===== src/hw/rtl/dnm_pkg.sv =====
// Shared types, constants and command/status structs of the descriptor matcher.
package dnm_pkg;

  localparam int MAX_REFS = 256;
  localparam int DESC_LEN = 8;
  localparam int FRAC_BITS = 4;

  localparam int ELEM_W  = 13;
  localparam int COORD_W = 11;
  localparam int DIST_W  = 16;
  localparam int NUM_W   = 16;
  localparam int IDX_W   = $clog2(MAX_REFS);
  localparam int CNT_W   = $clog2(MAX_REFS + 1);

  typedef logic signed [ELEM_W-1:0] elem_t;
  typedef elem_t [DESC_LEN-1:0] desc_t;
  typedef logic [COORD_W-1:0] coord_t;
  typedef logic [ELEM_W-1:0] absdiff_t;
  typedef logic [DIST_W-1:0] dist_t;

  // Item kinds on the input channel.
  typedef enum logic [1:0] {
    KIND_LOAD  = 2'd0,
    KIND_QUERY = 2'd1,
    KIND_CLEAR = 2'd2
  } kind_t;

  // Controller states.
  typedef enum logic [1:0] {
    S_IDLE,
    S_SCAN,
    S_DRAIN,
    S_EMIT
  } state_t;

  // One stored table entry besides its descriptor.
  typedef struct packed {
    logic   ok;
    coord_t x;
    coord_t y;
  } entry_t;

  // Commands from the controller to the datapath.
  typedef struct packed {
    logic load_entry;
    logic clear_table;
    logic start_query;
    logic issue_read;
    logic emit;
  } dnm_cmd_t;

  // Status from the datapath to the controller.
  typedef struct packed {
    logic count_zero;
    logic scan_last;
    logic pipe_empty;
    logic found;
    logic out_free;
  } dnm_stat_t;

endpackage


===== src/hw/rtl/dnm_ctrl.sv =====
// Controller state machine: accepts items and sequences the table scan.
module dnm_ctrl
  import dnm_pkg::*;
(
  input  logic      clk,
  input  logic      rst,
  input  logic      in_valid,
  input  logic [1:0] in_kind,
  input  logic      in_has,
  output logic      in_ready,
  input  dnm_stat_t stat,
  output dnm_cmd_t  cmd
);

  state_t state, state_next;
  logic   take;

  assign take = in_valid && (state == S_IDLE);

  // State register.
  always_ff @(posedge clk) begin
    if (rst) begin
      state <= S_IDLE;
    end else begin
      state <= state_next;
    end
  end

  // Next state.
  always_comb begin
    state_next = state;
    case (state)
      S_IDLE: begin
        if (take && in_kind == KIND_QUERY && in_has && !stat.count_zero) begin
          state_next = S_SCAN;
        end
      end
      S_SCAN: begin
        if (stat.scan_last) begin
          state_next = S_DRAIN;
        end
      end
      S_DRAIN: begin
        if (stat.pipe_empty) begin
          state_next = S_EMIT;
        end
      end
      S_EMIT: begin
        if (!stat.found || stat.out_free) begin
          state_next = S_IDLE;
        end
      end
      default: state_next = S_IDLE;
    endcase
  end

  // Outputs.
  always_comb begin
    in_ready = 1'b0;
    cmd      = '0;
    case (state)
      S_IDLE: begin
        in_ready = 1'b1;
        if (take) begin
          case (in_kind)
            KIND_LOAD:  cmd.load_entry  = 1'b1;
            KIND_CLEAR: cmd.clear_table = 1'b1;
            KIND_QUERY: cmd.start_query = in_has;
            default:    cmd = '0;
          endcase
        end
      end
      S_SCAN:  cmd.issue_read = 1'b1;
      S_DRAIN: cmd = '0;
      S_EMIT:  cmd.emit = stat.found && stat.out_free;
      default: cmd = '0;
    endcase
  end

endmodule


===== config.mk =====
export PLATFORM = sky130hd
export DESIGN_NAME = dnm_ctrl
export DESIGN_NICKNAME = d
export VERILOG_FILES = /design/src/hw/rtl/dnm_pkg.sv /design/src/hw/rtl/dnm_ctrl.sv
export SDC_FILE = /design/constraint.sdc
export NUM_CORES = 1
export LEC_CHECK = 0
export BUFFER_PORTS_ARGS = -buffer_cell sky130_fd_sc_hd__buf_2
export CORE_AREA = 2 2 39 41
export DETAILED_ROUTE_END_ITERATION = 8
export DIE_AREA = 0 0 41 43
export SLEW_MARGIN = 10
export SYNTH_ARGS = -nofsm -noshare
export SYNTH_HDL_FRONTEND = slang
export SYNTH_SLANG_ARGS = --single-unit

===== constraint.sdc =====
create_clock -name clk -period 2.4 [get_ports clk]
set_input_delay 0.12 -clock clk [delete_from_list [all_inputs] [get_ports clk]]
set_output_delay 0.12 -clock clk [all_outputs]
set_load 0.01 [all_outputs]

After elaboration in Yosys (flattened, before gate mapping)
Index checks and enable logic that the tools add are counted.
{"block": "word_totals", "regBits": 2, "wordCells": 34}
{"block": "op_classes", "eq_ne": 9, "n_mux": 13, "n_reduce_logical": 11}
{"cell": "$mux 2", "count": 4}
{"cell": "$pmux 2 s4", "count": 1}
{"cell": "$eq 2x2->1 const B", "count": 3}
{"cell": "$ne 2x2->1 const B", "count": 3}
{"cell": "$logic_and 1x1->1", "count": 5}
{"cell": "$mux 5", "count": 1}
{"cell": "$eq 2x1->1 const B", "count": 2}
{"cell": "$logic_not 2->1", "count": 2}
{"cell": "$mux 1", "count": 4}
{"cell": "$pmux 1 s2", "count": 2}
{"cell": "$reduce_and 4->1", "count": 1}
{"cell": "$mux 3", "count": 1}
{"cell": "$logic_not 1->1", "count": 2}
{"cell": "$ne 2x1->1 const B", "count": 1}
{"cell": "$logic_or 1x1->1", "count": 1}

Depth between registers and ports, before layout
Gate-level depths: netlist of the first run.
{"block": "logic_depth", "ltp_word": 7, "mapped_depth": 6}

Worst setup path after synthesis of the first run
No wires, ideal clock.
{"block": "synth_timing", "path_kind": "flip-flop to flip-flop", "start": "register state[1]", "end": "register state[0]", "setup_time_ns": 0.116, "arrival_ns": 1.231, "path_slack_ns": 1.053, "stages_incl_launch_ff": 7, "path_buffers": 0, "period_less_slack_ns": 1.347, "cell_sequence": "dfxtp_1 > inv_1 > ha_1 > inv_1 > o221ai_1 > a2111o_1 > o211a_1"}
{"block": "synth_between", "elab_chain_cells": 7, "word_cells_on_any_way": 14, "classes_between": "eq/ne: 7; mux: 1; reduce/logical: 6"}
{"item": "start: declaration", "line_no": "dnm_ctrl.sv:15", "source": "state_t state, state_next;"}
{"item": "start signal: assignment", "line_no": "dnm_ctrl.sv:25", "source": "state <= state_next;"}
{"item": "$logic_not 2->1", "line_no": "dnm_ctrl.sv:18, dnm_ctrl.sv:32"}
{"item": "$logic_and 1x1->1", "line_no": "dnm_ctrl.sv:18", "source": "assign take = in_valid && (state == S_IDLE);"}
{"item": "$logic_and 1x1->1 (3 in a row)", "line_no": "dnm_ctrl.sv:34", "source": "if (take && in_kind == KIND_QUERY && in_has && !stat.count_zero) begin"}
{"item": "$ne 2x1->1 (no line)"}
{"item": "$reduce_and 4->1 (no line)"}
Several ways; a longest one is shown, not always the timed one.
A chain may end at the register's enable or synchronous reset.

==> impl_results.md, run 1 <==
- Core Region: 1380 um^2
- Reg-to-reg critical path endpoint: state[0]
- Resized cells post-CTS: 0
- Placed Area: 325 um^2
- Initial antenna violation count: 0
- Nets: 64
- Grt total ovfl: 0
- Reg-to-reg critical path startpoint: state[0]
- Clock root cell: clkbuf_4
- Sequential element share of the synthesized area: 17.8%
- Final ANT Viol Nets: 0
- First DRT Iteration DRCs: 3
- Yosys cell types: 14
- Worst path required time: 2.28 ns
- Top reg by flops: state
- DRC: 0
- Outcome: complete, no violations
- Avg Cell Area, Syn: 8.34 um^2
- Global-route wire length before repair: 745 um
- Syn Nets: 43
- H-tree depth: 1
- Final hold viol count: 0
- Final setup violation count: 0
- Hold buffer count at CTS: 0
- Commonest cells after routing, fill and taps aside: buf_2, nand2_1, ha_1, inv_1, clkbuf_4
- Final instance area: 348 um^2
- Critical path buffers and inverters: 2
- Post-CTS Setup Repair Bufs: 0
- Critical path peak fanout: 4
- Max FFs per register: 2
- RSZ-0062 raised after global routing: false
- Startpoint types: flop
- Commonest non-fill, non-tap cell in the layout: buf_2
- # fillers: 155
- #FFs+latches synth: 2
- Routability cong.: 0.649
- Worst slew pin tran: 0.247 ns
- Routed vias/inst: 4.11
- CP cell instances: inv_1, ha_1, nand2_1, nor3b_1, buf_2
- Fin util: 25.1%
- Slowest stage delay, CP: 0.33 ns
- Hold path start: rst
- Rel. slew slack: 83.5%
- Yosys synthesis warning count: 0
- Total CTS buffers: 3
- Peak VDD IR: 161 uV
- Cells after synthesis: 27
- Full die area: 1760 um^2
- Critical path data arrival time: 1.30 ns
- Leak pwr: 0.189 nW
- CTS tree: built
- Max Freq: 705 MHz
- Clock skew: 0.000177 ns
- Area contributors post-synth: ha_1, dfxtp_1, nand2_1
- Input/output buffers: 16
- Routed WL: 515 um
- Largest regs: state (2)
- Endpoint of the worst hold path: state[0]
- Family with the most delay on the worst path: flip-flops
- Maxcap violations: 0
- DRT Pass-1 Iters: 3
- Clock transition at the registers of the reported paths: 0.03 ns
- Cell row count: 14
- Setup CP Type: flop to output pin
- Vias in the first global route: 227
- Pwr per Cell Area: 738 nW/um^2
- Initial Utilization: 16.3%
- Hold crit path type: input pin to flop
- Max-slew violations: 0
- Pin count of the biggest net entering global routing: 5
- Via count: 255
- Final setup TNS: 0 ns
- Synth top area share: 27.8%
- Setup crit end kind: output pin
- Total Routing Usage GR: 6.91%
- Die height: 43 um
- Clock buffer depth: 2
- DPL Wire Length: 439 um
- Layout cells sized above 1: 43.5%
- I/O pin count: 17
- Diodes inserted: 0
- CTS Sinks: 2
- Leading area contributor after synthesis: ha_1
- Hold depth: 3
- Die X-Extent: 41 um
- Fin crit share: 59.1%
- Critical path's slowest cell: dfxtp_1
- Fin crit period: 1.42 ns
- Per-cell routed wire length: 8.31 um
- Area Growth Syn to Fin: 54.4%
- Worst r2r path cells: 6
- Synthesized area: 225 um^2
- Worst R2R Setup Slack: 0.99 ns
- Skew-Pair Late Insertion Delay: 0.22 ns
area by class of cell:
type	instances	area [um^2]	area share [%]
clock buffers	3	22.5	6.47
inverters	4	15.0	4.32
multi-input cells	21	170	48.9
flip-flops and latches	2	40.0	11.5
well taps	16	20.0	5.76
repair buffers	16	80.1	23.0
worst max-delay path by stage:
| stage | from | endpoint | slack, ns | depth (start not counted) |
|---|---|---|---|---|
| 5_1_grt | state[1] | cmd[3] | 0.82 | 5 |
| 6_report | state[0] | cmd[3] | 0.98 | 5 |
| 3_5_place_dp | in_kind[1] | state[0] | 0.98 | 4 |
| 4_1_cts | state[0] | cmd[3] | 0.94 | 5 |
| 2_1_floorplan | state[1] | state[0] | 1.05 | 6 |
| 3_3_place_gp | state[0] | state[0] | 0.98 | 6 |
report_power, final:
group / switching, mW / leakage (nW) / internal (mW)
Combinational: 0.0695 / 0.159 / 0.0591
Clock: 0.0182 / 0.0138 / 0.0551
Sequential: 0.0107 / 0.0163 / 0.0440
Total: 0.0985 / 0.189 / 0.158
synth_stat cells, drive strengths merged:
cell type,n
dfxtp,2
mux2i,1
nor3b,1
ha,5
o221ai,1
or4b,1
nand2b,1
o211a,1
nand2,5
nor3,2
a2111o,1
and3,1
inv,4
a21oi,1
metal layers:
| layer | routed length [um] | part of all wire [%] | track usage, % |
|---|---|---|---|
| met5 | 0 | 0 | 0 |
| met4 | 0 | 0 | 8.00 |
| met3 | 56 | 11 | 4.71 |
| met2 | 249 | 48 | 9.38 |
| met1 | 209 | 41 | 5.75 |
cells by family after synthesis:
logic type               after synthesis  share of synthesized area [%]
AND/OR/NAND/NOR                       11                           27.8
flip-flops                             2                           17.8
buffers and inverters                  4                           6.66
AO/OA/AOI/OAI                          4                           15.6
multiplexers                           1                           4.44
adder cells (fa/ha/maj)                5                           27.8
worst reg2reg max path, cell delays in order, from the launching register on:
cell and delay [ns]:
dfxtp_1 0.37, inv_1 0.10, ha_1 0.22, nand2b_1 0.07
o221ai_1 0.12, a2111o_1 0.30, o211a_1 0.12
stage by stage:
step	power, mW	std cells	setup slack (ns)	hold WS [ns]
2_1_floorplan	0.145	27	1.05	0.290
3_3_place_gp	0.185	59	0.985	0.404
3_5_place_dp	0.186	59	0.976	0.417
4_1_cts	0.265	62	0.944	0.178
5_1_grt	0.288	62	0.821	0.202
6_report	0.257	62	0.981	0.183
No activity file was read; power rests on OpenSTA's default activity.
==> run 2, diff against run 1 <==
--- a/config.mk
+++ b/config.mk
@@ -5,6 +5,7 @@
 export SDC_FILE = /design/constraint.sdc
 export NUM_CORES = 1
 export LEC_CHECK = 0
+export ABC_AREA = 1
 export BUFFER_PORTS_ARGS = -buffer_cell sky130_fd_sc_hd__buf_2
 export CORE_AREA = 2 2 39 41
 export DETAILED_ROUTE_END_ITERATION = 8
==> constraint.sdc (replaced) <==
create_clock -name clk -period 1.15 [get_ports clk]
set_input_delay 0.0575 -clock clk [delete_from_list [all_inputs] [get_ports clk]]
set_output_delay 0.0575 -clock clk [all_outputs]
set_load 0.01 [all_outputs]
==> run 2 against run 1 <==
Net effect: the flow now finishes with violations (setup timing); via count grew 31%; first-iteration DRC count shrank 100%; sequential cell count is the same; global-route usage grew 2.4 points; clock power grew 150%; combinational power grew to 7.9 times the previous value; cell count grew 32%; core utilization grew 14 points; sequential share of layout area shrank 3.3 points.
==> impl_results.md, run 2 <==
- H-tree depth: 1
- Via count: 333
- Fin crit period: 1.28 ns
- Final WS setup: -0.128 ns
- Diodes inserted: 0
- Top reg by flops: state
- Max-slew violations: 0
- Sequential element share of the synthesized area: 14.5%
- Clock transition at the registers of the reported paths: 0.04 ns
- Register area: 45.0 um^2
- Final setup TNS: -0.654 ns
- Worst path required time: 1.26 ns
- DRT Pass-1 Iters: 1
- Multi-input gate area: 282 um^2
- CTS Sinks: 2
- Reg-to-reg critical path startpoint: state[1]
- First DRT Iteration DRCs: 0
- Input/output buffers: 16
- Initial Utilization: 20.0%
- Critical path peak fanout: 4
- Clock root cell: clkbuf_4
- DRC: 0
- Die height: 43 um
- Synth cell count leaders: inv_1, ha_1, nand2_1, nor2_1, inv_2
- Most common cell in the netlist: inv_1
- Max Freq: 782 MHz
- Cell row count: 14
- # fillers: 143
- Hold path start: rst
- Max FFs per register: 2
- Startpoint types: flop
- Pwr per Cell Area: 2480 nW/um^2
- Commonest cells after routing, fill and taps aside: buf_2, buf_4, inv_2, nor2_1
- Final ANT Viol Nets: 0
- Pin count of the biggest net entering global routing: 5
- Hold buffer count at CTS: 0
- Clock skew: 0.0125 ns
- Full die area: 1760 um^2
- Leak pwr: 0.271 nW
- CP cell instances: inv_2, buf_4, ha_4, inv_2, o21ai_4, nor2_8, nand3_1, nand2_1, nor2_1
- Synthesized area: 277 um^2
- Yosys synthesis warning count: 0
- Routed vias/inst: 4.06
- Setup crit end kind: flop
- Core Region: 1380 um^2
- Per-cell routed wire length: 9.30 um
- Routed WL: 763 um
- I/O pin count: 17
- Layout cells sized above 1: 77.3%
- Area contributors post-synth: ha_1, dfxtp_1, inv_1
- Largest regs: state (2)
- Peak VDD IR: 848 uV
- Critical Path Start: state[1]
- Total CTS buffers: 3
- Post-synth EDFFs: 0
- Initial antenna violation count: 0
- Setup CP Type: flop to flop
- Total Routing Usage GR: 9.32%
- Most frequent CP cell: inv_2
- Rel. slew slack: 87.2%
- Routability cong.: 0.663
- Final setup violation count: 6
- CTS tree: built
- Nets: 83
- Die X-Extent: 41 um
- Clock buffer depth: 2
- Synth top area share: 22.6%
- Syn Nets: 55
- Skew-Pair Late Insertion Delay: 0.24 ns
- Maxcap violations: 0
- Critical path buffers and inverters: 3
- Fin crit share: 111%
- Global-route wire length before repair: 1.08 mm
- Hold WS: 0.0446 ns
- Yosys cell types: 16
- Commonest non-fill, non-tap cell in the layout: buf_2
- Outcome: finished, violations left
- Hold crit path type: input pin to flop
- Vias in the first global route: 317
- Cells after synthesis: 39
- DPL Wire Length: 460 um
- Critical path data arrival time: 1.39 ns
- FFs w/ async S/R, synth: 0%
- Final hold viol count: 0
- Violated checks: setup timing
- #FFs+latches synth: 2
- Critical path's slowest cell: dfxtp_2
- Area Growth Syn to Fin: 97.3%
- Family with the most delay on the worst path: flip-flops
- RSZ-0062 raised after global routing: true
- Avg Cell Area, Syn: 7.09 um^2
- Ys flop type: dfxtp_1
- Slowest stage delay, CP: 0.34 ns
- Grt total ovfl: 0
- Leading area contributor after synthesis: ha_1
- Worst slew pin tran: 0.191 ns
## run 2: cell type report
type / instances / area share (%)
multi-input cells: 28 / 51.6
repair buffers: 23 / 25.0
flip-flops and latches: 2 / 8.26
inverters: 9 / 6.65
clock buffers: 4 / 4.82
well taps: 16 / 3.67
## run 2: final timing paths
| kind | slack [ns] | to | cells past startpoint |
|---|---|---|---|
| min | 0.04 | state[0] | 4 |
| min reg2reg | 0.62 | state[1] | 3 |
| max | -0.13 | state[1] | 9 |
| max reg2reg | -0.13 | state[1] | 9 |
## run 2: tightest hold or removal path, stage by stage
cell	delay, ns
buf_2	0.08
inv_2	0.03
nand2_1	0.04
nor2_1	0.03
## run 2: report_power, final
part	switching (mW)	internal (mW)
combinational	0.517	0.498
sequential	0.0380	0.123
clock	0.0503	0.129
## run 2: cells by family after synthesis
kind of cell	share of synthesized area (%)
simple gates	43.9
buf+inv	12.2
fa+ha+maj	22.6
compound gates	6.79
flops	14.5
## run 2: routing by layer
| metal | GRT usage [%] | wire, um | vias to the layer above |
|---|---|---|---|
| met4 | 8.00 | 19 | 0 |
| met5 | 0 | 0 | - |
| met3 | 1.57 | 25 | 3 |
| met2 | 16.3 | 466 | 7 |
| met1 | 8.31 | 252 | 148 |
| li1 | - | - | 175 |
## run 2: timing repair
item                       in CTS  in global routing
hold endpoints to repair        0                  0
resized for setup               8                  7
buffers inserted                5                  0
setup endpoints to repair       5                  6
pin swaps                       2                  5
gates cloned                    0                  0
## run 2: metrics by stage
| step | instance area (um^2) | worst slack (ns) | util, % | cells | power, mW |
|---|---|---|---|---|---|
| global route | 546 | -0.201 | 39.4 | 82 | 1.47 |
| global placement | 428 | -0.0576 | 30.9 | 73 | 0.857 |
| detailed placement | 428 | -0.0577 | 30.9 | 73 | 0.856 |
| floorplan | 313 | 0.00296 | - | 39 | 0.684 |
| CTS | 522 | -0.112 | 37.7 | 82 | 1.24 |
| finish | 546 | -0.128 | 39.4 | 82 | 1.36 |
